### config.mk
export PLATFORM = sky130hd
export DESIGN_NAME = gcss_div_cell
export DESIGN_NICKNAME = d
export VERILOG_FILES = /design/src/sv/gcss_pkg.sv /design/src/sv/gcss_div_cell.sv
export SDC_FILE = /design/constraint.sdc
export NUM_CORES = 1
export LEC_CHECK = 0
export BUFFER_PORTS_ARGS = -buffer_cell sky130_fd_sc_hd__buf_2
export CORE_MARGIN = 2
export CORE_UTILIZATION = 25
export CTS_CLUSTER_DIAMETER = 120
export DETAILED_ROUTE_END_ITERATION = 12
export GPL_ROUTABILITY_DRIVEN = 1
export GPL_TIMING_DRIVEN = 0
export HOLD_SLACK_MARGIN = 0.06
export MAX_ROUTING_LAYER = met4
export PLACE_DENSITY = 0.57
export REMOVE_ABC_BUFFERS = 1
export SLEW_MARGIN = 40
export SYNTH_ARGS = -nofsm -noshare
export SYNTH_HDL_FRONTEND = slang
export SYNTH_SLANG_ARGS = --single-unit
### constraint.sdc
create_clock -name clock -period 9.77 [get_ports clock]
set_input_delay 0.977 -clock clock [delete_from_list [all_inputs] [get_ports clock]]
set_output_delay 0.977 -clock clock [all_outputs]
set_load 0.05 [all_outputs]
### src/sv/gcss_pkg.sv
// Shared types, widths and constants for the gradient clamp span splitter.
// No dependencies; every other file of the block imports this package.
package gcss_pkg;

   localparam int SPAN_W       = 13;
   localparam int SPAN_MAX     = (1 << SPAN_W) - 1;
   localparam int MAX_SPAN_DEF = 4096;
   localparam int POS_W        = 32;
   localparam int VAL_W        = 32;
   localparam int NUM_W        = 34;                  // divider numerator / remainder
   localparam int DEN_W        = 32;                  // |step|, up to 2^31
   localparam int CMP_W        = DEN_W + SPAN_W + 2;  // room for den << quotient bit
   localparam int LANES        = 3;

   // divider lanes: count of pixels below each threshold
   localparam int LANE_LO  = 0;   // low clamp edge
   localparam int LANE_HI  = 1;   // high clamp edge
   localparam int LANE_LIM = 2;   // 16.16 range limit

   typedef enum logic [2:0] {
      CLASS_NONE  = 3'd0,
      CLASS_LOW   = 3'd1,
      CLASS_MID   = 3'd2,
      CLASS_HIGH  = 3'd3,
      CLASS_SPLIT = 3'd4
   } run_class_type;

   typedef struct packed {
      logic signed [POS_W-1:0] start_pos;
      logic signed [POS_W-1:0] step_size;
      logic [SPAN_W-1:0]       span_len;
      logic [VAL_W-1:0]        value_first;
      logic [VAL_W-1:0]        value_second;
   } req_type;

   typedef struct packed {
      logic [SPAN_W-1:0]       run_low;
      logic [SPAN_W-1:0]       run_mid;
      logic [SPAN_W-1:0]       run_high;
      logic signed [POS_W-1:0] mid_start;
      logic [VAL_W-1:0]        end_value_a;
      logic [VAL_W-1:0]        end_value_b;
      logic                    overflow_flag;
   } rsp_type;

   typedef struct packed {
      run_class_type           run_class;
      logic                    neg;
      logic                    ovf;
      logic [SPAN_W-1:0]       n;
      logic signed [POS_W-1:0] fx0;
      logic signed [POS_W-1:0] dx;
      logic [VAL_W-1:0]        va;
      logic [VAL_W-1:0]        vb;
   } ctx_type;

   typedef struct packed {
      logic [NUM_W-1:0]  rem;
      logic [SPAN_W-1:0] quo;
      logic              sat;
   } lane_type;

   typedef struct packed {
      ctx_type                    ctx;
      logic [DEN_W-1:0]           den;
      lane_type [LANES-1:0]       lane;
   } work_type;

   // quotient bits needed to reach the largest span length
   function automatic int quo_width(input int max_span);
      int top;
      top = (max_span < SPAN_MAX) ? max_span : SPAN_MAX;
      return $clog2(top + 1);
   endfunction

endpackage

### src/sv/gcss_div_cell.sv
// One restoring-division cell: settles one quotient bit for all three lanes.
// Depends on gcss_pkg.
module gcss_div_cell #(
   parameter int BIT = 0
) (
   input  logic               clock,
   input  logic               reset,
   input  logic               in_valid,
   output logic               in_ready,
   input  gcss_pkg::work_type in_data,
   output logic               out_valid,
   input  logic               out_ready,
   output gcss_pkg::work_type out_data
);
   import gcss_pkg::*;

   logic             valid_ff;
   work_type         work_ff, work_in;
   logic [CMP_W-1:0] shifted;
   logic [CMP_W-1:0] rem_ext;

   assign in_ready  = !valid_ff || out_ready;
   assign out_valid = valid_ff;
   assign out_data  = work_ff;

   always_comb begin
      work_in = in_data;
      shifted = CMP_W'(in_data.den) << BIT;
      rem_ext = '0;
      for (int j = 0; j < LANES; j++) begin
         rem_ext = CMP_W'(in_data.lane[j].rem);
         if (rem_ext >= shifted) begin
            work_in.lane[j].rem      = NUM_W'(rem_ext - shifted);
            work_in.lane[j].quo[BIT] = 1'b1;
         end
      end
   end

   always_ff @(posedge clock) begin
      if (reset) begin
         valid_ff <= 1'b0;
      end else if (in_ready) begin
         valid_ff <= in_valid;
      end
   end

   always_ff @(posedge clock) begin
      if (in_ready && in_valid) begin
         work_ff <= work_in;
      end
   end

endmodule

Word level (Yosys, flattened, before mapping)
Cells that the tools add are included.
{"block": "totals", "regBits": 323, "latch_bits": 0, "ram_bits": 0, "rom_bits": 0, "input_bits": 326, "out_inout_bits": 324, "wordCells": 34, "memories": 0}
{"block": "op_classes", "addsub": 3, "multipliers": 0, "div_mod_pow": 0, "n_lt_le_gt_ge": 3, "eq_ne": 0, "n_shift": 0, "n_mux": 3, "n_bitwise": 0, "n_reduce_logical": 3}
{"cell": ">= comparator 34 x 32 -> 1 bit", "count": 3}
{"cell": "2-to-1 mux 34 bit", "count": 3}
{"cell": "subtractor 34 x 32 -> 34 bit", "count": 3}
{"cell": "logical AND 1 bit", "count": 1}
{"cell": "logical NOT 1 bit", "count": 1}
{"cell": "logical OR 1 bit", "count": 1}

Longest topological paths before layout
{"block": "logic_depth", "depth_word": 3, "mapped_depth": 16, "ltp_nobuf": 13}

Worst setup path after synthesis
No wires, ideal clock.
{"block": "synth_path", "path_type": "in2reg", "from": "input port out_ready", "to": "register work_ff (netlist bit out_data[0]), enable pin", "t_arrival_ps": 8787, "required_ps": 9046, "setup_slack_ps": 259, "cell_stages": 2, "n_path_buf": 0, "cell_sequence": "nand2b_1 and2_1"}
{"block": "synth_between", "elab_chain_len": 2}
{"item": "start: declaration", "line_no": "gcss_div_cell.sv:12", "source": "input logic out_ready,"}
{"item": "logical OR 1 bit", "line_no": "gcss_div_cell.sv:22", "source": "assign in_ready = !valid_ff || out_ready;"}
{"item": "logical AND 1 bit", "line_no": "gcss_div_cell.sv:48", "source": "if (in_ready && in_valid) begin"}
{"item": "end signal: assignment", "line_no": "gcss_div_cell.sv:49", "source": "work_ff <= work_in;"}
{"item": "end: declaration", "line_no": "gcss_div_cell.sv:18", "source": "work_type work_ff, work_in;"}
No other way between the ends.
A chain may end at the register's enable or synchronous reset.

==> impl_metrics.env <==
export IMPL_status="complete, no violations"
export IMPL_post_route_period_util=0.434
export IMPL_async_flop_share=0
export IMPL_finalWorstSetupSlack_ns=5.53
export IMPL_swShare=0.344
export IMPL_grt_pass1_vias=13500
export IMPL_cp_cell_sequence="buf_2 -> inv_1 -> ha_1 -> a21o_1 -> a21oi_1 -> or3b_1 -> nor3_1 -> o21ai_1 -> a21boi_1 -> o21ba_4 -> mux2_2"
export IMPL_h_tree_depth=2
export IMPL_vdd_drop_max_v=0.000101
export IMPL_gr_usage_all_layers=0.210
export IMPL_relSlewSlack=0.447
export IMPL_insertion_delay_ns=0.56
export IMPL_place_inst=2807
export IMPL_crit_path_start="in_data[163]"
export IMPL_clock_path_buffers=3
export IMPL_avgRoutedWirePerCell_um=24.7
export IMPL_p_switching_mw=1.47
export IMPL_globalplace_congestion=0.952
export IMPL_drive_above_1_share=0.366
export IMPL_path_class="input pin to register"
export IMPL_p_per_area_nw_per_um2=195
export IMPL_holdWs_ns=0.590
export IMPL_rsz0062_at_grt="no"
export IMPL_yosysSeqAreaShare=0.596
export IMPL_cap_violations=0
export IMPL_synth_warnings=0
export IMPL_synth_top_flop_cell="edfxtp_1"
export IMPL_setup_violations=0
export IMPL_skew_ns=0.0138
export IMPL_cts_sinks=323
export IMPL_intPower_mw=2.80
export IMPL_synth_seq_cells=323
export IMPL_port_buffers=649
export IMPL_max_freq_mhz=236
export IMPL_mostFrequentLayoutCells="buf_2 (649), edfxtp_1 (322), nand2_1 (123)"
export IMPL_synth_distinct_cells=68
export IMPL_postCtsSetupBuffers=0
export IMPL_min_path_type="input pin to register"
export IMPL_start_util=0.253
export IMPL_final_common_cell="buf_2"
export IMPL_dpl_hpwl_um=59900
export IMPL_die_area_um2=67100
export IMPL_io_pins=650
export IMPL_std_cell_rows=93
export IMPL_power_leakage_nw=9.38
export IMPL_hold_viol=0
export IMPL_area_delta_synth_final_pct=34.7
export IMPL_placed_cell_area_um2=20600
export IMPL_cts_resized=0
export IMPL_viasPerCell=4.73
export IMPL_end_kind="register"
export IMPL_hp_start="in_data[48]"
export IMPL_slew_viol_final=0
export IMPL_syn_inst=1335
export IMPL_power_frac_clock=0.332
export IMPL_path_max_fanout=60
export IMPL_crit_required_ns=10.08
export IMPL_wirelength_um=71800
export IMPL_fin_area_um2=21900
export IMPL_cts_tree="done"
export IMPL_antenna_left=0
export IMPL_regToRegStartpoint="out_valid$_SDFFE_PP0N_"
export IMPL_critPathLaunchType="input pin"
export IMPL_place_ws_ns=4.87
export IMPL_grt_max_degree=61
export IMPL_final_nets=2419
export IMPL_clkTransAtPathRegs_ns=0.07
export IMPL_seq_power_share=0.400
export IMPL_drc=0
export IMPL_cp_data_arrival_time_ns=4.55
export IMPL_drtIter0Drc=1202
export IMPL_fin_cells=2904
export IMPL_slowest_delay_ns=0.61
export IMPL_syn_avg_cell_area_um2=12.2
export IMPL_grt_pass1_wl_um=98000
export IMPL_grt_antenna_before_repair=25
export IMPL_synth_edf_count=322
export IMPL_cts_buffers=40
export IMPL_cts_root_buf="clkbuf_16"
export IMPL_p_comb_frac=0.269
export IMPL_synth_area_um2=16200
export IMPL_die_w_um=259
export IMPL_crit_path_top_delay_cell="o21ba_4"
export IMPL_firstDrtPassIters=5
export IMPL_fin_util=0.340
export IMPL_vias=13700
export IMPL_overflow=0
export IMPL_die_h_um=259
export IMPL_postCtsHoldBufs=0
export IMPL_min_period_ns=4.24
export IMPL_core_um2=64300
export IMPL_worst_pin_slew_ns=0.822
[synth_stat cells, types with 5 or more instances]
cell | instances | area, um2
a211oi_1 | 10 | 75.1
a21o_1 | 63 | 473
a21oi_1 | 115 | 576
a31oi_1 | 11 | 68.8
and3_1 | 18 | 113
buf_2 | 8 | 40.0
buf_6 | 5 | 56.3
clkbuf_1 | 26 | 97.6
edfxtp_1 | 322 | 9670
ha_1 | 96 | 1200
inv_1 | 67 | 251
mux2_2 | 10 | 113
nand2_1 | 123 | 462
nand2b_1 | 11 | 68.8
nand3_1 | 27 | 135
nand4_1 | 13 | 81.3
nor2_1 | 57 | 214
nor2b_1 | 13 | 81.3
nor3_1 | 13 | 65.1
o211ai_1 | 8 | 60.1
o21a_1 | 8 | 60.1
o21ai_0 | 106 | 531
o21ai_1 | 18 | 90.1
o21bai_1 | 14 | 105
o31ai_1 | 11 | 82.6
or3_1 | 5 | 31.3
xnor2_1 | 43 | 377
xor2_1 | 45 | 394
[cell type report]
type	instances	area, um2
fill	6509	42500
clock inverter	21	180
tap	855	1070
clock buffer	49	1030
antenna	27	67.6
timing repair buffer	660	3470
sequential	323	9690
multi-input combinational	902	6120
inverter	67	251
[layer usage]
metal	GRT usage	vias to the layer above	wire length (um)
li1	-	6392	-
met1	0.234	6705	27500
met2	0.372	555	37000
met3	0.0539	82	5610
met4	0.0552	0	1740
met5	-	-	0
[registers in the layout, summed over array words and instances, names as in the netlist]
signal     cells
out_data     322
out_valid      1
[through the flow]
| step | setup TNS [ns] | power, mW |
|---|---|---|
| 2_1_floorplan | 0 | 2.53 |
| 3_3_place_gp | -906.30 | 2.90 |
| 3_5_place_dp | 0 | 2.88 |
| 5_1_grt | 0 | 4.45 |
| 6_report | 0 | 4.27 |
| 4_1_cts | 0 | 4.33 |
[worst max-delay path, delay by kind of cell]
kind	cells	cell delay, ns
buffers and inverters	2	0.28
AND/OR/NAND/NOR	2	0.65
adder cells (fa/ha/maj)	1	0.37
AO/OA/AOI/OAI	5	1.77
multiplexers	1	0.41
[cell families (layout without fill, tap and decap cells)]
logic type / after synthesis / in the layout / share of synthesized area
buffers and inverters: 110 / 797 / 0.0290
AO/OA/AOI/OAI: 406 / 406 / 0.156
AND/OR/NAND/NOR: 297 / 297 / 0.0851
other: 0 / 27 / 0
multiplexers: 12 / 12 / 0.00816
XOR/XNOR: 88 / 88 / 0.0474
adder cells (fa/ha/maj): 99 / 99 / 0.0776
flip-flops: 323 / 323 / 0.596
[worst paths after layout]
path,to,slack (ns),cells past startpoint
min reg2reg,out_valid$_SDFFE_PP0N_,0.62,2
max,out_data[15]$_DFFE_PP_,5.53,11
max reg2reg,out_data[296]$_DFFE_PP_,7.58,5
min,out_data[48]$_DFFE_PP_,0.59,1
[power by group through the flow]
stage / sequential [mW] / combinational, mW / clock, mW
after CTS: 1.71 / 1.16 / 1.47
after floorplan: 2.15 / 0.386 / 0
after global routing: 1.72 / 1.22 / 1.51
after detailed placement: 1.73 / 1.15 / 0
final: 1.71 / 1.15 / 1.42
after global placement: 1.77 / 1.13 / 0
Power figures use the tool's default switching activity.
