<file path="src/sv/gcss_pkg.sv">
// Shared types, widths and constants for the gradient clamp span splitter.
// No dependencies; every other file of the block imports this package.
package gcss_pkg;

   localparam int SPAN_W       = 13;
   localparam int SPAN_MAX     = (1 << SPAN_W) - 1;
   localparam int MAX_SPAN_DEF = 4096;
   localparam int POS_W        = 32;
   localparam int VAL_W        = 32;
   localparam int NUM_W        = 34;                  // divider numerator / remainder
   localparam int DEN_W        = 32;                  // |step|, up to 2^31
   localparam int CMP_W        = DEN_W + SPAN_W + 2;  // room for den << quotient bit
   localparam int LANES        = 3;

   // divider lanes: count of pixels below each threshold
   localparam int LANE_LO  = 0;   // low clamp edge
   localparam int LANE_HI  = 1;   // high clamp edge
   localparam int LANE_LIM = 2;   // 16.16 range limit

   typedef enum logic [2:0] {
      CLASS_NONE  = 3'd0,
      CLASS_LOW   = 3'd1,
      CLASS_MID   = 3'd2,
      CLASS_HIGH  = 3'd3,
      CLASS_SPLIT = 3'd4
   } run_class_type;

   typedef struct packed {
      logic signed [POS_W-1:0] start_pos;
      logic signed [POS_W-1:0] step_size;
      logic [SPAN_W-1:0]       span_len;
      logic [VAL_W-1:0]        value_first;
      logic [VAL_W-1:0]        value_second;
   } req_type;

   typedef struct packed {
      logic [SPAN_W-1:0]       run_low;
      logic [SPAN_W-1:0]       run_mid;
      logic [SPAN_W-1:0]       run_high;
      logic signed [POS_W-1:0] mid_start;
      logic [VAL_W-1:0]        end_value_a;
      logic [VAL_W-1:0]        end_value_b;
      logic                    overflow_flag;
   } rsp_type;

   typedef struct packed {
      run_class_type           run_class;
      logic                    neg;
      logic                    ovf;
      logic [SPAN_W-1:0]       n;
      logic signed [POS_W-1:0] fx0;
      logic signed [POS_W-1:0] dx;
      logic [VAL_W-1:0]        va;
      logic [VAL_W-1:0]        vb;
   } ctx_type;

   typedef struct packed {
      logic [NUM_W-1:0]  rem;
      logic [SPAN_W-1:0] quo;
      logic              sat;
   } lane_type;

   typedef struct packed {
      ctx_type                    ctx;
      logic [DEN_W-1:0]           den;
      lane_type [LANES-1:0]       lane;
   } work_type;

   // quotient bits needed to reach the largest span length
   function automatic int quo_width(input int max_span);
      int top;
      top = (max_span < SPAN_MAX) ? max_span : SPAN_MAX;
      return $clog2(top + 1);
   endfunction

endpackage

</file>
<file path="src/sv/gcss_post.sv">
// Back end: clamps the lane counts, forms the three runs, the middle start
// position and the result register (two stages). Depends on gcss_pkg.
module gcss_post (
   input  logic               clock,
   input  logic               reset,
   input  logic               in_valid,
   output logic               in_ready,
   input  gcss_pkg::work_type in_data,
   output logic               out_valid,
   input  logic               out_ready,
   output gcss_pkg::rsp_type  out_data
);
   import gcss_pkg::*;

   typedef struct packed {
      logic [SPAN_W-1:0]       run_low;
      logic [SPAN_W-1:0]       run_mid;
      logic [SPAN_W-1:0]       run_high;
      logic signed [POS_W-1:0] fx0;
      logic [POS_W-1:0]        mid_base;
      logic [VAL_W-1:0]        va;
      logic [VAL_W-1:0]        vb;
      logic                    ovf;
   } sd_type;

   logic    d_valid_ff, e_valid_ff;
   logic    d_ready, e_ready;
   sd_type  sd_ff, sd_in;
   rsp_type se_ff, se_in;
   logic [SPAN_W-1:0] lim [LANES];
   logic [SPAN_W-1:0] n;

   assign d_ready   = !d_valid_ff || e_ready;
   assign e_ready   = !e_valid_ff || out_ready;
   assign in_ready  = d_ready;
   assign out_valid = e_valid_ff;
   assign out_data  = se_ff;

   // stage D: runs and the offset of the first middle pixel
   always_comb begin
      n = in_data.ctx.n;
      for (int j = 0; j < LANES; j++) begin
         if (in_data.lane[j].sat || in_data.lane[j].quo > n) begin
            lim[j] = n;
         end else begin
            lim[j] = in_data.lane[j].quo;
         end
      end

      sd_in.fx0      = in_data.ctx.fx0;
      sd_in.va       = in_data.ctx.va;
      sd_in.vb       = in_data.ctx.vb;
      sd_in.ovf      = in_data.ctx.ovf;
      sd_in.run_low  = '0;
      sd_in.run_mid  = '0;
      sd_in.run_high = '0;
      sd_in.mid_base = '0;

      case (in_data.ctx.run_class)
         CLASS_LOW: begin
            sd_in.run_low = n;
         end
         CLASS_MID: begin
            sd_in.run_mid = n;
         end
         CLASS_HIGH: begin
            sd_in.run_high = n;
         end
         CLASS_SPLIT: begin
            // pixels past the range limit join the trailing run of the walk
            if (in_data.ctx.neg) begin
               sd_in.run_low  = lim[LANE_LO] + (n - lim[LANE_LIM]);
               sd_in.run_high = lim[LANE_LIM] - lim[LANE_HI];
            end else begin
               sd_in.run_low  = lim[LANE_LO];
               sd_in.run_high = n - lim[LANE_HI];
            end
            sd_in.run_mid  = lim[LANE_HI] - lim[LANE_LO];
            sd_in.mid_base = POS_W'(POS_W'(lim[LANE_LO]) * unsigned'(in_data.ctx.dx));
         end
         default: begin
            sd_in.run_low = '0;
         end
      endcase
   end

   // stage E: result register
   always_comb begin
      se_in.run_low       = sd_ff.run_low;
      se_in.run_mid       = sd_ff.run_mid;
      se_in.run_high      = sd_ff.run_high;
      se_in.end_value_a   = sd_ff.va;
      se_in.end_value_b   = sd_ff.vb;
      se_in.overflow_flag = sd_ff.ovf;
      if (sd_ff.run_mid == '0) begin
         se_in.mid_start = '0;
      end else begin
         se_in.mid_start = sd_ff.fx0 + signed'(sd_ff.mid_base);
      end
   end

   always_ff @(posedge clock) begin
      if (reset) begin
         d_valid_ff <= 1'b0;
         e_valid_ff <= 1'b0;
      end else begin
         if (d_ready) begin
            d_valid_ff <= in_valid;
         end
         if (e_ready) begin
            e_valid_ff <= d_valid_ff;
         end
      end
   end

   always_ff @(posedge clock) begin
      if (d_ready && in_valid) begin
         sd_ff <= sd_in;
      end
      if (e_ready && d_valid_ff) begin
         se_ff <= se_in;
      end
   end

endmodule

</file>
<file path="config.mk">
export PLATFORM = sky130hd
export DESIGN_NAME = gcss_post
export DESIGN_NICKNAME = d
export VERILOG_FILES = /design/src/sv/gcss_pkg.sv /design/src/sv/gcss_post.sv
export SDC_FILE = /design/constraint.sdc
export NUM_CORES = 1
export LEC_CHECK = 0
export BUFFER_PORTS_ARGS = -buffer_cell sky130_fd_sc_hd__buf_2
export CAP_MARGIN = 20
export CORE_MARGIN = 5
export CORE_UTILIZATION = 56
export CTS_BUF_LIST = sky130_fd_sc_hd__clkbuf_4
export DETAILED_ROUTE_END_ITERATION = 12
export GPL_TIMING_DRIVEN = 0
export PLACE_DENSITY = 0.8
export SLEW_MARGIN = 25
export SYNTH_ARGS = -nofsm -noshare
export SYNTH_HDL_FRONTEND = slang
export SYNTH_SLANG_ARGS = --single-unit
</file>
<file path="constraint.sdc">
create_clock -name clock -period 12.67 [get_ports clock]
set_input_delay 1.9005 -clock clock [delete_from_list [all_inputs] [get_ports clock]]
set_output_delay 1.9005 -clock clock [all_outputs]
set_load 0.1 [all_outputs]
</file>
Yosys cells after proc, flatten, opt, wreduce, memory -nomap -nowiden
Cells that the tools add are included.
{"block": "word_totals", "reg_bits": 306, "inputBits": 326, "output_inout_bits": 138, "word_cells": 49}
{"block": "classes", "n_addsub": 6, "mul": 1, "n_lt_le_gt_ge": 3, "n_eq_ne": 4, "muxes": 8, "n_reduce_logical": 10}
{"op": "$pmux W13 S2", "count": 3}
{"op": "$mux W13", "count": 5}
{"op": "$sub A13 B13 Y13", "count": 4}
{"op": "$gt A13 B13 Y1", "count": 3}
{"op": "$add A32 B32 Y32", "count": 1}
{"op": "$mul A13 B32 Y32", "count": 1}
{"op": "$add A13 B13 Y13", "count": 1}
{"op": "$logic_not A13 Y1", "count": 1}
{"op": "$eq A3 B2 Y1 const B", "count": 2}
{"op": "$logic_or A1 B1 Y1", "count": 5}
{"op": "$eq A3 B1 Y1 const B", "count": 1}
{"op": "$eq A3 B3 Y1 const B", "count": 1}
{"op": "$logic_and A1 B1 Y1", "count": 2}
{"op": "$logic_not A1 Y1", "count": 2}

Logic depth before layout (Yosys ltp)
{"block": "depth", "ltp_word": 7, "depth_mapped": 34, "depth_no_buf": 31}

Worst setup path after synthesis
Ideal clock, no wire load.
{"block": "synth_timing", "path_type": "input to register", "start": "in in_data[316] (netlist name)", "end": "reg sd_ff[96] (netlist name) (data pin)", "setup_time_ns": 0.264, "t_arrival_ns": 9.052, "slack_ns": 3.354, "path_stages": 31, "n_path_buf": 4, "cell_sequence": "clkbuf_1 > inv_1 > ha_1 > nand4_1 > nor2_1 > o31a_1 > o31a_1 > buf_2 > o32ai_1 > clkbuf_1 > clkbuf_1 > nand2_1 > fa_1 > fa_1 > inv_1 > fa_1 > fa_1 > inv_1 > fa_1 > inv_1 > ha_1 > and4_1 > a221oi_1 > o21a_1 > a2bb2oi_1 > o211ai_1 > a21oi_1 > o21a_1 > o21ai_0 > xnor2_1 > nor2_1"}
{"block": "synth_via", "elab_chain_len": 4}
{"element": "from (decl)", "line": "gcss_post.sv:8", "rtl": "input gcss_pkg::work_type in_data,"}
{"element": "$gt A13 B13 Y1", "line": "gcss_post.sv:43", "rtl": "if (in_data.lane[j].sat || in_data.lane[j].quo > n) begin"}
{"element": "$logic_or A1 B1 Y1", "line": "gcss_post.sv:43"}
{"element": "$mux W13 (*)", "line": "gcss_post.sv:43"}
{"element": "$mul A13 B32 Y32 (*)", "line": "gcss_post.sv:79", "rtl": "sd_in.mid_base = POS_W'(POS_W'(lim[LANE_LO]) * unsigned'(in_data.ctx.dx));"}
{"element": "to (signal assigned)", "line": "gcss_post.sv:118", "rtl": "sd_ff <= sd_in;"}
{"element": "to (decl)", "line": "gcss_post.sv:28", "rtl": "sd_type sd_ff, sd_in;"}
Every way passes the cells marked *; elsewhere a longest branch is shown, timed or not.
A chain may end at the register's enable or synchronous reset.

Final worst setup path
{"block": "layout_timing", "start": "in in_data[316] (netlist name)", "end": "reg sd_ff[94] (netlist name) (data pin)"}
Same word-level chain as after synthesis.

==> flow_metrics.tcl <==
set metrics [dict create \
    outcome "complete, no violations" \
    wirelength_mm 68.7 \
    final_cell_mix "388 x sky130_fd_sc_hd__inv_1, 325 x sky130_fd_sc_hd__buf_2, 304 x sky130_fd_sc_hd__edfxtp_1" \
    syn-cell-area_mm2 0.0247 \
    synth_top_cell_by_area "sky130_fd_sc_hd__edfxtp_1" \
    ports 464 \
    setup-tns-final_ns 0 \
    synth_largest_type_area_fraction_pct 37.0 \
    netlist_top_cells_area "sky130_fd_sc_hd__edfxtp_1 37%, sky130_fd_sc_hd__fa_1 22%, sky130_fd_sc_hd__ha_1 8.1%" \
    place_congestion 0.957 \
    die_y_um 220 \
    max_slew_margin_pct 32.0 \
    die-area_mm2 0.0484 \
    drt-wirelength-per-cell_um 20.5 \
    critical_path.max_stage_delay_ns 0.85 \
    max_slew.worst_pin.slew_ns 1.02 \
    crit_arrival_ns 11.20 \
    post_synth_edffs 304 \
    cts-buffers-inserted 70 \
    final_antenna_net_count 0 \
    endpoint_kind "register" \
    clock_tree.htree_level_count 3 \
    grt_pass1_wl_mm 104 \
    clock_insertion_delay_at_the_later_pin_of_the_skew_report_ns 0.71 \
    die_w_um 220 \
    cts_tree "yes" \
    slew_viol_final 0 \
    hold_buffers 0 \
    drv.max_cap_violation_count 0 \
    mapped_cells 2309 \
    worst_ep_required_ns 13.10 \
    initial_core_util_pct 56.2 \
    postSynthRegisterBits 306 \
    postSynthAreaPerCell_um2 10.7 \
    fp.coreArea_mm2 0.0439 \
    port-buffer-count 324 \
    final_net_count 3473 \
    netlist-cell-type-count 62 \
    hold_viol_final 0 \
    most_common_cell_after_layout_fill_and_taps_aside "sky130_fd_sc_hd__inv_1" \
    post_route_cells_drive_above_1_share_pct 16.5 \
    yosysSeqAreaShare_pct 37.2 \
    drtIter0Drc 1347 \
    final-seq-area_mm2 0.00917 \
    area_growth_syn_to_layout_pct 14.0 \
    num_vias 18400 \
    ir_worst_vdd_v 0.000270 \
    ys_async_sr_fraction_pct 0 \
    total_leakage_power_nw 12.9 \
    path_common_cell "sky130_fd_sc_hd__fa_1" \
    hpwlAfterDp_mm 56.0 \
    final.min_clock_period_ns 10.77 \
    cts.path.max_buffers 3 \
    mappedNetlistNets 3067 \
    multiInputGateArea_mm2 0.0138 \
    grt_max_degree 54 \
    fmax_ghz 0.0929 \
    worst-setup-path-type "in2reg" \
    whs_ns 0.397 \
    rsz0062_at_grt "no" \
    clock_sinks 306 \
    commonest_register_cell_after_synthesis "sky130_fd_sc_hd__edfxtp_1" \
    root_buffer "sky130_fd_sc_hd__clkbuf_4" \
    worst-path-max-fanout 10 \
    worst_setup_path_start_kind "input pin" \
    yosys_warnings 0 \
    vias_per_cell 5.49 \
    hold_class "reg2reg" \
    powerDensity_mw_per_mm2 261 \
    placementRows 77 \
    finalCritPeriodShare_pct 85.0 \
    setup_viol 0 \
    layout.filler_cells 3472 \
    grt_usage_pct 28.3 \
    first_global_vias 19000 \
    grt_antenna_before_repair 5 \
    cts.reportedPaths.clkPinSlew_ns 0.07 \
    finalClockSkew_ns 0.0376 \
    detail_route.first_pass.iterations 5 \
    postCtsResizedCells 0 \
    drt_drc_violations_left 0 \
    grt.overflow.total 0 \
    post_cts.repair.setup_buffers 0 \
    critical-path-slowest-cell "sky130_fd_sc_hd__o32ai_1" \
]
cells by family (layout without fill, tap and decap cells):
kind of cell	Yosys count	count (layout)	share of synthesized area (%)
AOI/OAI and AO/OA	332	332	8.60
other	0	5	0
muxes	22	22	0.908
and+or+nand+nor	650	650	12.4
adders and majority gates	432	432	30.2
xor gates and xnor gates	95	95	3.54
buffers and inverters	472	921	7.19
DFF	306	306	37.2
metal layers:
metal	GRT usage [%]	vias up	part of all wire [%]
li1	-	8400	-
met1	35.8	8906	39
met2	46.5	963	47
met3	7.69	147	10
met4	11.2	4	3.9
met5	0	-	0.050
critical path: cells and delay by family:
kind            cells  cell delay, ns
compound gates     10            2.95
fa+ha+maj           7            3.26
simple gates        5            0.71
buf+inv             8            2.18
xor+xnor            1            0.19
path summary, 6_finish.rpt:
check / cells past startpoint / startpoint / slack (ns) / endpoint
worst max-delay path: 31 / in_data[316] / 1.90 / sd_ff[94]$_SDFFCE_PP0P_
worst min-delay path: 0 / sd_ff[17]$_DFFE_PP_ / 0.40 / out_data[17]$_DFFE_PP_
worst max register to register: 14 / sd_ff[65]$_SDFFCE_PP0P_ / 9.08 / out_data[95]$_SDFFCE_PN0P_
worst min register to register: 0 / sd_ff[17]$_DFFE_PP_ / 0.40 / out_data[17]$_DFFE_PP_
layout make-up:
type	count	area share, %
multi-input cells	1531	49.0
flip-flops and latches	306	32.6
repair buffers	334	6.47
inverters	388	5.18
well taps	592	2.63
clock buffers	93	2.48
plain buffers	84	1.13
clock inverters	22	0.481
diodes	5	0.0445
cells in the mapped netlist (4+ instances only):
cell,count
sky130_fd_sc_hd__ha_1,160
sky130_fd_sc_hd__nor3_1,18
sky130_fd_sc_hd__a31oi_1,6
sky130_fd_sc_hd__buf_1,4
sky130_fd_sc_hd__nand2b_1,13
sky130_fd_sc_hd__o21ai_0,74
sky130_fd_sc_hd__fa_1,272
sky130_fd_sc_hd__nor4_1,5
sky130_fd_sc_hd__o31ai_1,10
sky130_fd_sc_hd__a22o_1,4
sky130_fd_sc_hd__or3_1,6
sky130_fd_sc_hd__and3_1,15
sky130_fd_sc_hd__clkbuf_1,79
sky130_fd_sc_hd__o211ai_1,9
sky130_fd_sc_hd__mux2i_1,19
sky130_fd_sc_hd__a21o_1,47
sky130_fd_sc_hd__nand2_1,280
sky130_fd_sc_hd__and2_1,143
sky130_fd_sc_hd__a211oi_1,9
sky130_fd_sc_hd__nor2b_1,16
sky130_fd_sc_hd__a21boi_0,7
sky130_fd_sc_hd__o32ai_2,5
sky130_fd_sc_hd__a21oi_1,104
sky130_fd_sc_hd__nor2_1,107
sky130_fd_sc_hd__xnor2_1,63
sky130_fd_sc_hd__nand4_1,10
sky130_fd_sc_hd__inv_1,388
sky130_fd_sc_hd__edfxtp_1,304
sky130_fd_sc_hd__xor2_1,29
sky130_fd_sc_hd__o21bai_1,17
sky130_fd_sc_hd__or2_2,6
sky130_fd_sc_hd__o21a_1,15
sky130_fd_sc_hd__nor3b_1,4
sky130_fd_sc_hd__nand3_1,21
where the power goes:
group	switching, mW	internal (mW)
Combinational	3.14	2.14
Sequential	0.0415	1.29
Clock	0.356	0.381
Total	3.54	3.81
registers in the layout, summed over array words and instances (netlist names):
signal	count
d_valid_ff	1
out_valid	1
out_data	136
sd_ff	168
stage by stage:
step	instance area, µm²	cells	util (%)	setup slack, ns	total power, mW
finish	28100	3355	64.0	1.90	7.35
detailed placement	27300	3235	62.1	1.26	6.54
global placement	27000	3225	61.5	1.28	6.38
floorplan	24700	2309	-	3.35	5.35
global route	28100	3353	64.0	1.47	8.04
CTS	28100	3350	64.0	2.03	7.31
No activity file was read; power rests on OpenSTA's default activity.
