$ cat config.mk
export PLATFORM = sky130hd
export DESIGN_NAME = gcss_prep
export DESIGN_NICKNAME = d
export VERILOG_FILES = /design/src/sv/gcss_pkg.sv /design/src/sv/gcss_prep.sv
export SDC_FILE = /design/constraint.sdc
export NUM_CORES = 2
export LEC_CHECK = 0
export ABC_AREA = 1
export BUFFER_PORTS_ARGS = -buffer_cell sky130_fd_sc_hd__buf_2
export CORE_MARGIN = 5
export CORE_UTILIZATION = 45
export DETAILED_ROUTE_END_ITERATION = 10
export PLACE_DENSITY = 0.65
export SLEW_MARGIN = 20
export SYNTH_ARGS = -nofsm -noshare
export SYNTH_HDL_FRONTEND = slang
export SYNTH_SLANG_ARGS = --single-unit
export TNS_END_PERCENT = 20
$ cat constraint.sdc
create_clock -name clock -period 33.6 [get_ports clock]
set_clock_uncertainty 0.2 [all_clocks]
set_input_delay 5.04 -clock clock [delete_from_list [all_inputs] [get_ports clock]]
set_output_delay 5.04 -clock clock [all_outputs]
set_load 0.03 [all_outputs]
$ cat src/sv/gcss_pkg.sv
// Shared types, widths and constants for the gradient clamp span splitter.
// No dependencies; every other file of the block imports this package.
package gcss_pkg;

   localparam int SPAN_W       = 13;
   localparam int SPAN_MAX     = (1 << SPAN_W) - 1;
   localparam int MAX_SPAN_DEF = 4096;
   localparam int POS_W        = 32;
   localparam int VAL_W        = 32;
   localparam int NUM_W        = 34;                  // divider numerator / remainder
   localparam int DEN_W        = 32;                  // |step|, up to 2^31
   localparam int CMP_W        = DEN_W + SPAN_W + 2;  // room for den << quotient bit
   localparam int LANES        = 3;

   // divider lanes: count of pixels below each threshold
   localparam int LANE_LO  = 0;   // low clamp edge
   localparam int LANE_HI  = 1;   // high clamp edge
   localparam int LANE_LIM = 2;   // 16.16 range limit

   typedef enum logic [2:0] {
      CLASS_NONE  = 3'd0,
      CLASS_LOW   = 3'd1,
      CLASS_MID   = 3'd2,
      CLASS_HIGH  = 3'd3,
      CLASS_SPLIT = 3'd4
   } run_class_type;

   typedef struct packed {
      logic signed [POS_W-1:0] start_pos;
      logic signed [POS_W-1:0] step_size;
      logic [SPAN_W-1:0]       span_len;
      logic [VAL_W-1:0]        value_first;
      logic [VAL_W-1:0]        value_second;
   } req_type;

   typedef struct packed {
      logic [SPAN_W-1:0]       run_low;
      logic [SPAN_W-1:0]       run_mid;
      logic [SPAN_W-1:0]       run_high;
      logic signed [POS_W-1:0] mid_start;
      logic [VAL_W-1:0]        end_value_a;
      logic [VAL_W-1:0]        end_value_b;
      logic                    overflow_flag;
   } rsp_type;

   typedef struct packed {
      run_class_type           run_class;
      logic                    neg;
      logic                    ovf;
      logic [SPAN_W-1:0]       n;
      logic signed [POS_W-1:0] fx0;
      logic signed [POS_W-1:0] dx;
      logic [VAL_W-1:0]        va;
      logic [VAL_W-1:0]        vb;
   } ctx_type;

   typedef struct packed {
      logic [NUM_W-1:0]  rem;
      logic [SPAN_W-1:0] quo;
      logic              sat;
   } lane_type;

   typedef struct packed {
      ctx_type                    ctx;
      logic [DEN_W-1:0]           den;
      lane_type [LANES-1:0]       lane;
   } work_type;

   // quotient bits needed to reach the largest span length
   function automatic int quo_width(input int max_span);
      int top;
      top = (max_span < SPAN_MAX) ? max_span : SPAN_MAX;
      return $clog2(top + 1);
   endfunction

endpackage

$ cat src/sv/gcss_prep.sv
// Front end: span length saturation, end positions, classification and
// divider operand setup (three pipeline stages). Depends on gcss_pkg.
module gcss_prep #(
   parameter int MAX_SPAN = gcss_pkg::MAX_SPAN_DEF
) (
   input  logic              clock,
   input  logic              reset,
   input  logic              in_valid,
   output logic              in_ready,
   input  gcss_pkg::req_type in_data,
   output logic              out_valid,
   input  logic              out_ready,
   output gcss_pkg::work_type out_data
);
   import gcss_pkg::*;

   localparam int QW     = quo_width(MAX_SPAN);
   localparam int PROD_W = 46;
   localparam int A_W    = 34;
   localparam int CALC_W = 36;
   localparam longint FIX_MAX = 64'sh7FFF_FFFF;
   localparam longint EDGE_HI = 64'sh0000_FFFF;
   localparam logic signed [A_W-1:0] THR_LO_POS = '0;
   localparam logic signed [A_W-1:0] THR_LO_NEG = A_W'(1 - EDGE_HI);
   localparam logic signed [A_W-1:0] THR_HI_POS = A_W'(EDGE_HI);
   localparam logic signed [A_W-1:0] THR_HI_NEG = A_W'(1);
   localparam logic signed [A_W-1:0] THR_LIM    = A_W'(FIX_MAX);

   typedef struct packed {
      logic [SPAN_W-1:0]        n;
      logic signed [POS_W-1:0]  fx0;
      logic signed [POS_W-1:0]  dx;
      logic [VAL_W-1:0]         va;
      logic [VAL_W-1:0]         vb;
      logic signed [PROD_W-1:0] prod;
   } sa_type;

   typedef struct packed {
      logic [SPAN_W-1:0]       n;
      logic signed [POS_W-1:0] fx0;
      logic signed [POS_W-1:0] dx;
      logic [VAL_W-1:0]        va;
      logic [VAL_W-1:0]        vb;
      logic                    fx_le0;
      logic                    fx_ge0;
      logic                    fx_lt_hi;
      logic                    fx_le_hi;
      logic                    fx_ge_hi;
      logic                    e1_ge0;
      logic                    e1_le0;
      logic                    e1_le_hi;
      logic                    e1_ge_hi;
      logic                    oof_last;
      logic                    oof_past;
   } sb_type;

   logic   a_valid_ff, b_valid_ff, c_valid_ff;
   logic   a_ready, b_ready, c_ready;
   sa_type sa_ff, sa_in;
   sb_type sb_ff, sb_in;
   work_type sc_ff, sc_in;

   logic [SPAN_W-1:0]        n_sat;
   logic signed [SPAN_W:0]   n_s;
   logic signed [PROD_W-1:0] e1, e2, fx_w;
   logic                     neg;
   logic signed [A_W-1:0]    mag_a;
   logic [DEN_W-1:0]         den;
   logic signed [A_W-1:0]    thr [LANES];
   logic [CALC_W-1:0]        num [LANES];
   logic                     direct_mid, direct_low, direct_high;

   assign a_ready   = !a_valid_ff || b_ready;
   assign b_ready   = !b_valid_ff || c_ready;
   assign c_ready   = !c_valid_ff || out_ready;
   assign in_ready  = a_ready;
   assign out_valid = c_valid_ff;
   assign out_data  = sc_ff;

   // stage A: saturate length, n * step
   always_comb begin
      n_sat = (int'(in_data.span_len) > MAX_SPAN) ? SPAN_W'(MAX_SPAN) : in_data.span_len;
      n_s   = signed'({1'b0, n_sat});
      sa_in.n    = n_sat;
      sa_in.fx0  = in_data.start_pos;
      sa_in.dx   = in_data.step_size;
      sa_in.va   = in_data.value_first;
      sa_in.vb   = in_data.value_second;
      sa_in.prod = n_s * $signed(in_data.step_size);
   end

   // stage B: last position and one-past position, compared to the edges
   always_comb begin
      fx_w = PROD_W'($signed(sa_ff.fx0));
      e2   = fx_w + sa_ff.prod;
      e1   = e2 - PROD_W'($signed(sa_ff.dx));
      sb_in.n        = sa_ff.n;
      sb_in.fx0      = sa_ff.fx0;
      sb_in.dx       = sa_ff.dx;
      sb_in.va       = sa_ff.va;
      sb_in.vb       = sa_ff.vb;
      sb_in.fx_le0   = fx_w <= PROD_W'(0);
      sb_in.fx_ge0   = fx_w >= PROD_W'(0);
      sb_in.fx_lt_hi = fx_w < PROD_W'(EDGE_HI);
      sb_in.fx_le_hi = fx_w <= PROD_W'(EDGE_HI);
      sb_in.fx_ge_hi = fx_w >= PROD_W'(EDGE_HI);
      sb_in.e1_ge0   = e1 >= PROD_W'(0);
      sb_in.e1_le0   = e1 <= PROD_W'(0);
      sb_in.e1_le_hi = e1 <= PROD_W'(EDGE_HI);
      sb_in.e1_ge_hi = e1 >= PROD_W'(EDGE_HI);
      sb_in.oof_last = (e1 < PROD_W'(-FIX_MAX)) || (e1 > PROD_W'(FIX_MAX));
      sb_in.oof_past = (e2 < PROD_W'(-FIX_MAX)) || (e2 > PROD_W'(FIX_MAX));
   end

   // stage C: classify, mirror negative steps, set up ceil-divide numerators
   always_comb begin
      neg   = sb_ff.dx[POS_W-1];
      mag_a = neg ? -A_W'($signed(sb_ff.fx0)) : A_W'($signed(sb_ff.fx0));
      den   = neg ? (~sb_ff.dx + 1'b1) : sb_ff.dx;

      thr[LANE_LO]  = neg ? THR_LO_NEG : THR_LO_POS;
      thr[LANE_HI]  = neg ? THR_HI_NEG : THR_HI_POS;
      thr[LANE_LIM] = THR_LIM;

      direct_mid  = sb_ff.fx_ge0 && sb_ff.fx_le_hi && sb_ff.e1_ge0 && sb_ff.e1_le_hi;
      direct_low  = sb_ff.fx_le0 && sb_ff.e1_le0;
      direct_high = sb_ff.fx_ge_hi && sb_ff.e1_ge_hi;

      sc_in.ctx.n   = sb_ff.n;
      sc_in.ctx.fx0 = sb_ff.fx0;
      sc_in.ctx.dx  = sb_ff.dx;
      sc_in.ctx.neg = neg;
      sc_in.ctx.ovf = 1'b0;
      sc_in.den     = den;

      if (sb_ff.n == '0) begin
         sc_in.ctx.run_class = CLASS_NONE;
      end else if (sb_ff.n == SPAN_W'(1)) begin
         if (sb_ff.fx_le0) begin
            sc_in.ctx.run_class = CLASS_LOW;
         end else if (sb_ff.fx_lt_hi) begin
            sc_in.ctx.run_class = CLASS_MID;
         end else begin
            sc_in.ctx.run_class = CLASS_HIGH;
         end
      end else if (direct_mid) begin
         sc_in.ctx.run_class = CLASS_MID;
         sc_in.ctx.ovf       = sb_ff.oof_last;
      end else if (direct_low) begin
         sc_in.ctx.run_class = CLASS_LOW;
         sc_in.ctx.ovf       = sb_ff.oof_last;
      end else if (direct_high) begin
         sc_in.ctx.run_class = CLASS_HIGH;
         sc_in.ctx.ovf       = sb_ff.oof_last;
      end else begin
         sc_in.ctx.run_class = CLASS_SPLIT;
         sc_in.ctx.ovf       = sb_ff.oof_past;
      end

      if (sc_in.ctx.run_class == CLASS_SPLIT && neg) begin
         sc_in.ctx.va = sb_ff.vb;
         sc_in.ctx.vb = sb_ff.va;
      end else begin
         sc_in.ctx.va = sb_ff.va;
         sc_in.ctx.vb = sb_ff.vb;
      end

      // count of i with a + i*d < thr is ceil((thr - a) / d) when a < thr
      for (int j = 0; j < LANES; j++) begin
         if (mag_a < thr[j]) begin
            num[j] = CALC_W'(thr[j]) - CALC_W'(mag_a) + CALC_W'(den) - CALC_W'(1);
         end else begin
            num[j] = '0;
         end
         sc_in.lane[j].rem = num[j][NUM_W-1:0];
         sc_in.lane[j].quo = '0;
         sc_in.lane[j].sat = CMP_W'(num[j][NUM_W-1:0]) >= (CMP_W'(den) << QW);
      end
   end

   always_ff @(posedge clock) begin
      if (reset) begin
         a_valid_ff <= 1'b0;
         b_valid_ff <= 1'b0;
         c_valid_ff <= 1'b0;
      end else begin
         if (a_ready) begin
            a_valid_ff <= in_valid;
         end
         if (b_ready) begin
            b_valid_ff <= a_valid_ff;
         end
         if (c_ready) begin
            c_valid_ff <= b_valid_ff;
         end
      end
   end

   always_ff @(posedge clock) begin
      if (a_ready && in_valid) begin
         sa_ff <= sa_in;
      end
      if (b_ready && a_valid_ff) begin
         sb_ff <= sb_in;
      end
      if (c_ready && b_valid_ff) begin
         sc_ff <= sc_in;
      end
   end

endmodule

=== Word level (Yosys, flattened, before mapping) ===
Cells that the tools add are included.

* $add $sub $neg: 13
* Multiply operators: 1
* Magnitude comparators: 20
* Equal/unequal tests: 2
* Muxes and demuxes: 19
* Bitwise gates (word level): 1
* Reductions and logical operators: 19

{| class="wikitable"
|+ Operators by type and width
! operator !! count
|-
| 2-to-1 mux 34 bit || 5
|-
| >= comparator 34 x 45 -> 1 bit || 3
|-
| adder 34 x 33 -> 34 bit || 3
|-
| subtractor 34 x 1 -> 34 bit (second input constant) || 3
|-
| > comparator 46 x 32 -> 1 bit (second input constant) || 2
|-
| < comparator 46 x 32 -> 1 bit (second input constant) || 2
|-
| 2-to-1 mux 64 bit || 1
|-
| adder 32 x 46 -> 46 bit || 1
|-
| >= comparator 46 x 1 -> 1 bit (second input constant) || 1
|-
| >= comparator 46 x 17 -> 1 bit (second input constant) || 1
|-
| less-or-equal comparator 46 x 1 -> 1 bit (second input constant) || 1
|-
| less-or-equal comparator 46 x 17 -> 1 bit (second input constant) || 1
|-
| multiplier 14 x 32 -> 46 bit || 1
|-
| subtractor 46 x 32 -> 46 bit || 1
|-
| < comparator 34 x 17 -> 1 bit || 1
|-
| < comparator 34 x 32 -> 1 bit (second input constant) || 1
|-
| < comparator 34 bit || 1
|-
| negation 32 -> 34 bit || 1
|-
| subtractor 17 x 34 -> 34 bit || 1
|-
| subtractor 32 x 34 -> 34 bit (first input constant) || 1
|-
| subtractor 34 bit || 1
|-
| adder 32 x 1 -> 32 bit (second input constant) || 1
|-
| >= comparator 32 x 1 -> 1 bit (second input constant) || 1
|-
| >= comparator 32 x 17 -> 1 bit (second input constant) || 1
|-
| 18 further kinds || 39
|}

* Flip-flop bits (word level): 625
* Output and inout bits: 324
* Word-level logic and storage cells: 115

=== Longest topological paths before layout ===
* Depth after elaboration: 9
* Depth in mapped cells: 37
* Mapped depth without buffers: 37

=== Worst setup path before layout ===
OpenSTA, ideal clock, no wires.

* Path type: input port to flip-flop
* Start point: in out_ready
* End point: reg sc_ff, in the netlist out_data[0] (enable)
* Setup time: 1.017 ns
* Arrival: 18.471 ns
* Slack: 13.912 ns
* Stages: 2
* Path buffers: 0
* Path through: inv_1 -> a21oi_1

* Word-level cells in the longest chain between the ends: 2

{| class="wikitable"
|+ RTL lines
! element !! RTL line !! source
|-
| start: declaration || gcss_prep.sv:12 || <nowiki>input logic out_ready,</nowiki>
|-
| logical OR 1 bit || gcss_prep.sv:75 || <nowiki>assign c_ready = !c_valid_ff || out_ready;</nowiki>
|-
| logical AND 1 bit || gcss_prep.sv:206 || <nowiki>if (c_ready && b_valid_ff) begin</nowiki>
|-
| end signal: assignment || gcss_prep.sv:207 || <nowiki>sc_ff <= sc_in;</nowiki>
|-
| end: declaration || gcss_prep.sv:61 || <nowiki>work_type sc_ff, sc_in;</nowiki>
|}

Every way passes these cells.
A chain may end at the register's enable or synchronous reset.

==> qor.csv <==
stage;metric;value;unit
clocking;root_buffer;clkbuf_16;
global_routing;grt_first_pass_wirelength;260000;microns
pwr;pwr-share-clk;15.0;%
floorplan;initial_core_util;45.1;%
route;routed.top_layer;met5;
clocking;cts-hold-fix-buffers;0;
final_layout;most-common-layout-cells;inv_1 (1164), nand2_1 (1055), nor2_1 (727), edfxtp_1 (620), ha_1 (449);
timing;final-hold-violation-count;0;
route;drtIter0Drc;3206;
timing;max_slew.worst_pin.slew;1170;ps
timing;timing.max_slew.rel_slack;21.2;%
route;route.final.wire_length;175000;microns
setup_path;required;33830;ps
yosys;ys_async_sr_fraction;0;%
yosys;synth_ff_type;edfxtp_1;
setup_path;worst-endpoint-arrival;13070;ps
final_layout;drive_gt1_share;9.46;%
route;drt-vias-per-instance;5.34;
route;dr_wl_met3;11300;microns
setup_path;worst-setup-path-type;in -> reg;
timing;timing.setup.tns;0;ps
yosys;synth.avg_cell_area;8.83;sq um
clocking;cts_tree;built;
pwr;power.sequential.fraction;23.3;%
final_layout;areaGrowthSynthToFinish;10.8;%
timing;finalWorstPathRequiredPeriod;12840;ps
route;wire_per_inst;21.8;microns
yosys;netlist.area_leader.share;35.1;%
timing;fin_crit_sh;38.2;%
final_layout;finalNetCount;7430;
clocking;clk_latency;680;ps
clocking;cts_max_path_buffers;3;
floorplan;die_height;353;microns
floorplan;floorplan.die.width;353;microns
pwr;leakage_power;27.9;nW
timing;setup_repair_after_global_routing_missed_its_margin;no;
clocking;clock-sinks;623;
placed_design;place_congestion;0.991;
floorplan;std_cell_rows;126;
timing;fmax;0.0779;GHz
final_layout;nFillCells;11100;
setup_path;setup.worst_path.start_class;input pin;
floorplan;boundaryPins;469;
yosys;synth-edff-count;620;
setup_path;critPathCaptureType;flip-flop;
floorplan;fp.coreArea;0.117;sq mm
yosys;netlist_area;0.0530;sq mm
timing;worst_hold_slack;213;ps
pwr;p_switching;2.21;mW
run;max_cap_violations;0;
route;route.detailed.drc;0;
route;vias;42900;
route;dr_wl_met2;85400;microns
pwr;internal-power;2.29;mW
clocking;clock_input_transition_at_the_sequential_cells_of_the_worst_setup_and_hold_paths;60;ps
pwr;p_comb_share;61.8;%
placed_design;dpl_worst_slack;19980;ps
route;drtAntennaViolNets;0;
pwr;power.density_cell_area;76.5;mW/mm^2
min_path;hold_path_class;reg -> reg;
clocking;post_cts_setup_inserts;0;
setup_path;cp_max_fo;29;
yosys;yosysWarnings;0;
pwr;sw_frac_of_total;49.1;%
global_routing;antenna_found_initial;12;
yosys;synth-seq-cells;623;
route;m1WireLength;68100;microns
yosys;synth_cell_types;57;
clocking;total_of_cells_resized_after_clock_tree_synthesis;0;
final_layout;finish.utilization;50.0;%
yosys;synth_largest_area_cell;edfxtp_1;
timing;setup_violations;0;
placed_design;place.detailed.hpwl;145000;microns
global_routing;grt_overflow_total;0;
pwr;power.ir.vdd_worst;51.4;uV
global_routing;grt_max_degree;129;
final_layout;layout_commonest_cell;inv_1;
status;status;complete, no violations;
yosys;ys_seq_area_share;35.2;%
global_routing;grtUsageTotal;27.3;%
placed_design;place.port_buffers;429;
yosys;synthCells;6005;
clocking;cts_buffers;61;
route;dr.pass1.iters;5;
floorplan;die_area;0.125;sq mm
timing;post-route-worst-setup-slack;20760;ps
global_routing;number_of_global_route_vias_before_repair;42900;
timing;final-max-slew-violation-count;0;
clocking;htree_num_levels;2;
yosys;synth_area_leaders;edfxtp_1 (35%), fa_1 (15%), ha_1 (11%), inv_1 (8.3%), nand2_1 (7.5%);
critical path, cell delays in order:
cell	delay, ps
buf_2	110
nor4_2	630
nand3_1	140
nand2_1	460
nand2_1	340
inv_1	920
nand2_1	170
fa_1	510
fa_1	520
inv_1	50
fa_1	460
fa_1	520
fa_1	560
inv_1	60
fa_1	530
inv_1	40
ha_1	350
a21oi_1	160
inv_1	70
a31oi_1	230
o31ai_1	130
nand2_1	100
o2111ai_1	230
a21oi_1	330
inv_1	110
a21oi_1	160
xnor2_1	80
cells in the mapped netlist (42+ instances only):
master / instances
a21oi_1: 379
ha_1: 449
a31oi_1: 42
xnor2_1: 63
edfxtp_1: 620
xor2_1: 153
nand3_1: 168
nand4_1: 66
nand2_1: 1056
inv_1: 1167
nor2_1: 727
nor3_1: 72
buf_4: 45
fa_1: 408
o21ai_0: 224
clkbuf_1: 66
state kept, by name (all words and copies together) (netlist names):
register and count:
neg 1, out_data 281, b_valid_ff 1, sa_ff 155, a_valid_ff 1, sb_ff 151
out_valid 1, fx_w 32
stage by stage:
step	instance area [sq um]	std cells	power, mW
2_1_floorplan	53100	6043	3.04
3_3_place_gp	56700	7900	3.78
3_5_place_dp	56700	7900	3.80
4_1_cts	58700	8013	4.49
5_1_grt	58700	8017	4.87
6_report	58700	8020	4.50
area by class of cell:
type / instances / area, sq um / share of cell area [%]
Clock buffer: 69 / 1560 / 2.65
Antenna cell: 6 / 15.0 / 0.0256
Clock inverter: 44 / 392 / 0.667
Multi-Input combinational cell: 4105 / 29300 / 50.0
Tap cell: 1536 / 1920 / 3.27
Timing Repair Buffer: 455 / 2380 / 4.05
Sequential cell: 623 / 18700 / 31.8
Inverter: 1182 / 4450 / 7.57
path summary, 6_finish.rpt:
kind	from	endpoint	slack, ps	depth (start not counted)
hold reg to reg	sa_ff[77]$_DFFE_PP_	sb_ff[42]$_DFFE_PP_	210	0
setup reg to reg	sb_ff[75]$_DFFE_PP_	out_data[48]$_DFFE_PP_	25900	29
hold / removal	sa_ff[77]$_DFFE_PP_	sb_ff[42]$_DFFE_PP_	210	0
setup / recovery	in_data[72]	sa_ff[40]$_DFFE_PP_	20760	27
power by group through the flow:
stage               Clock [mW]  Sequential (mW)  Combinational [mW]
floorplan                    0             1.07                1.98
global route             0.722             1.05                3.10
CTS                      0.690             1.05                2.75
global placement             0             1.06                2.72
detailed placement           0             1.06                2.74
finish                   0.674             1.05                2.78
per-layer routing:
metal  GRT usage (%)  vias to the layer above
li1                -                    20200
met1            33.3                    20700
met2            48.0                     1553
met3            3.69                      405
met4            12.8                        2
met5               0                        -
cells by family after synthesis:
group / synth area share, %
other: 0.00708
XOR/XNOR: 3.57
AO/OA/AOI/OAI: 8.52
AND/OR/NAND/NOR: 16.9
buffers and inverters: 9.70
flip-flops: 35.2
adder cells (fa/ha/maj): 26.0
multiplexers: 0.0212
Power figures use the tool's default switching activity.
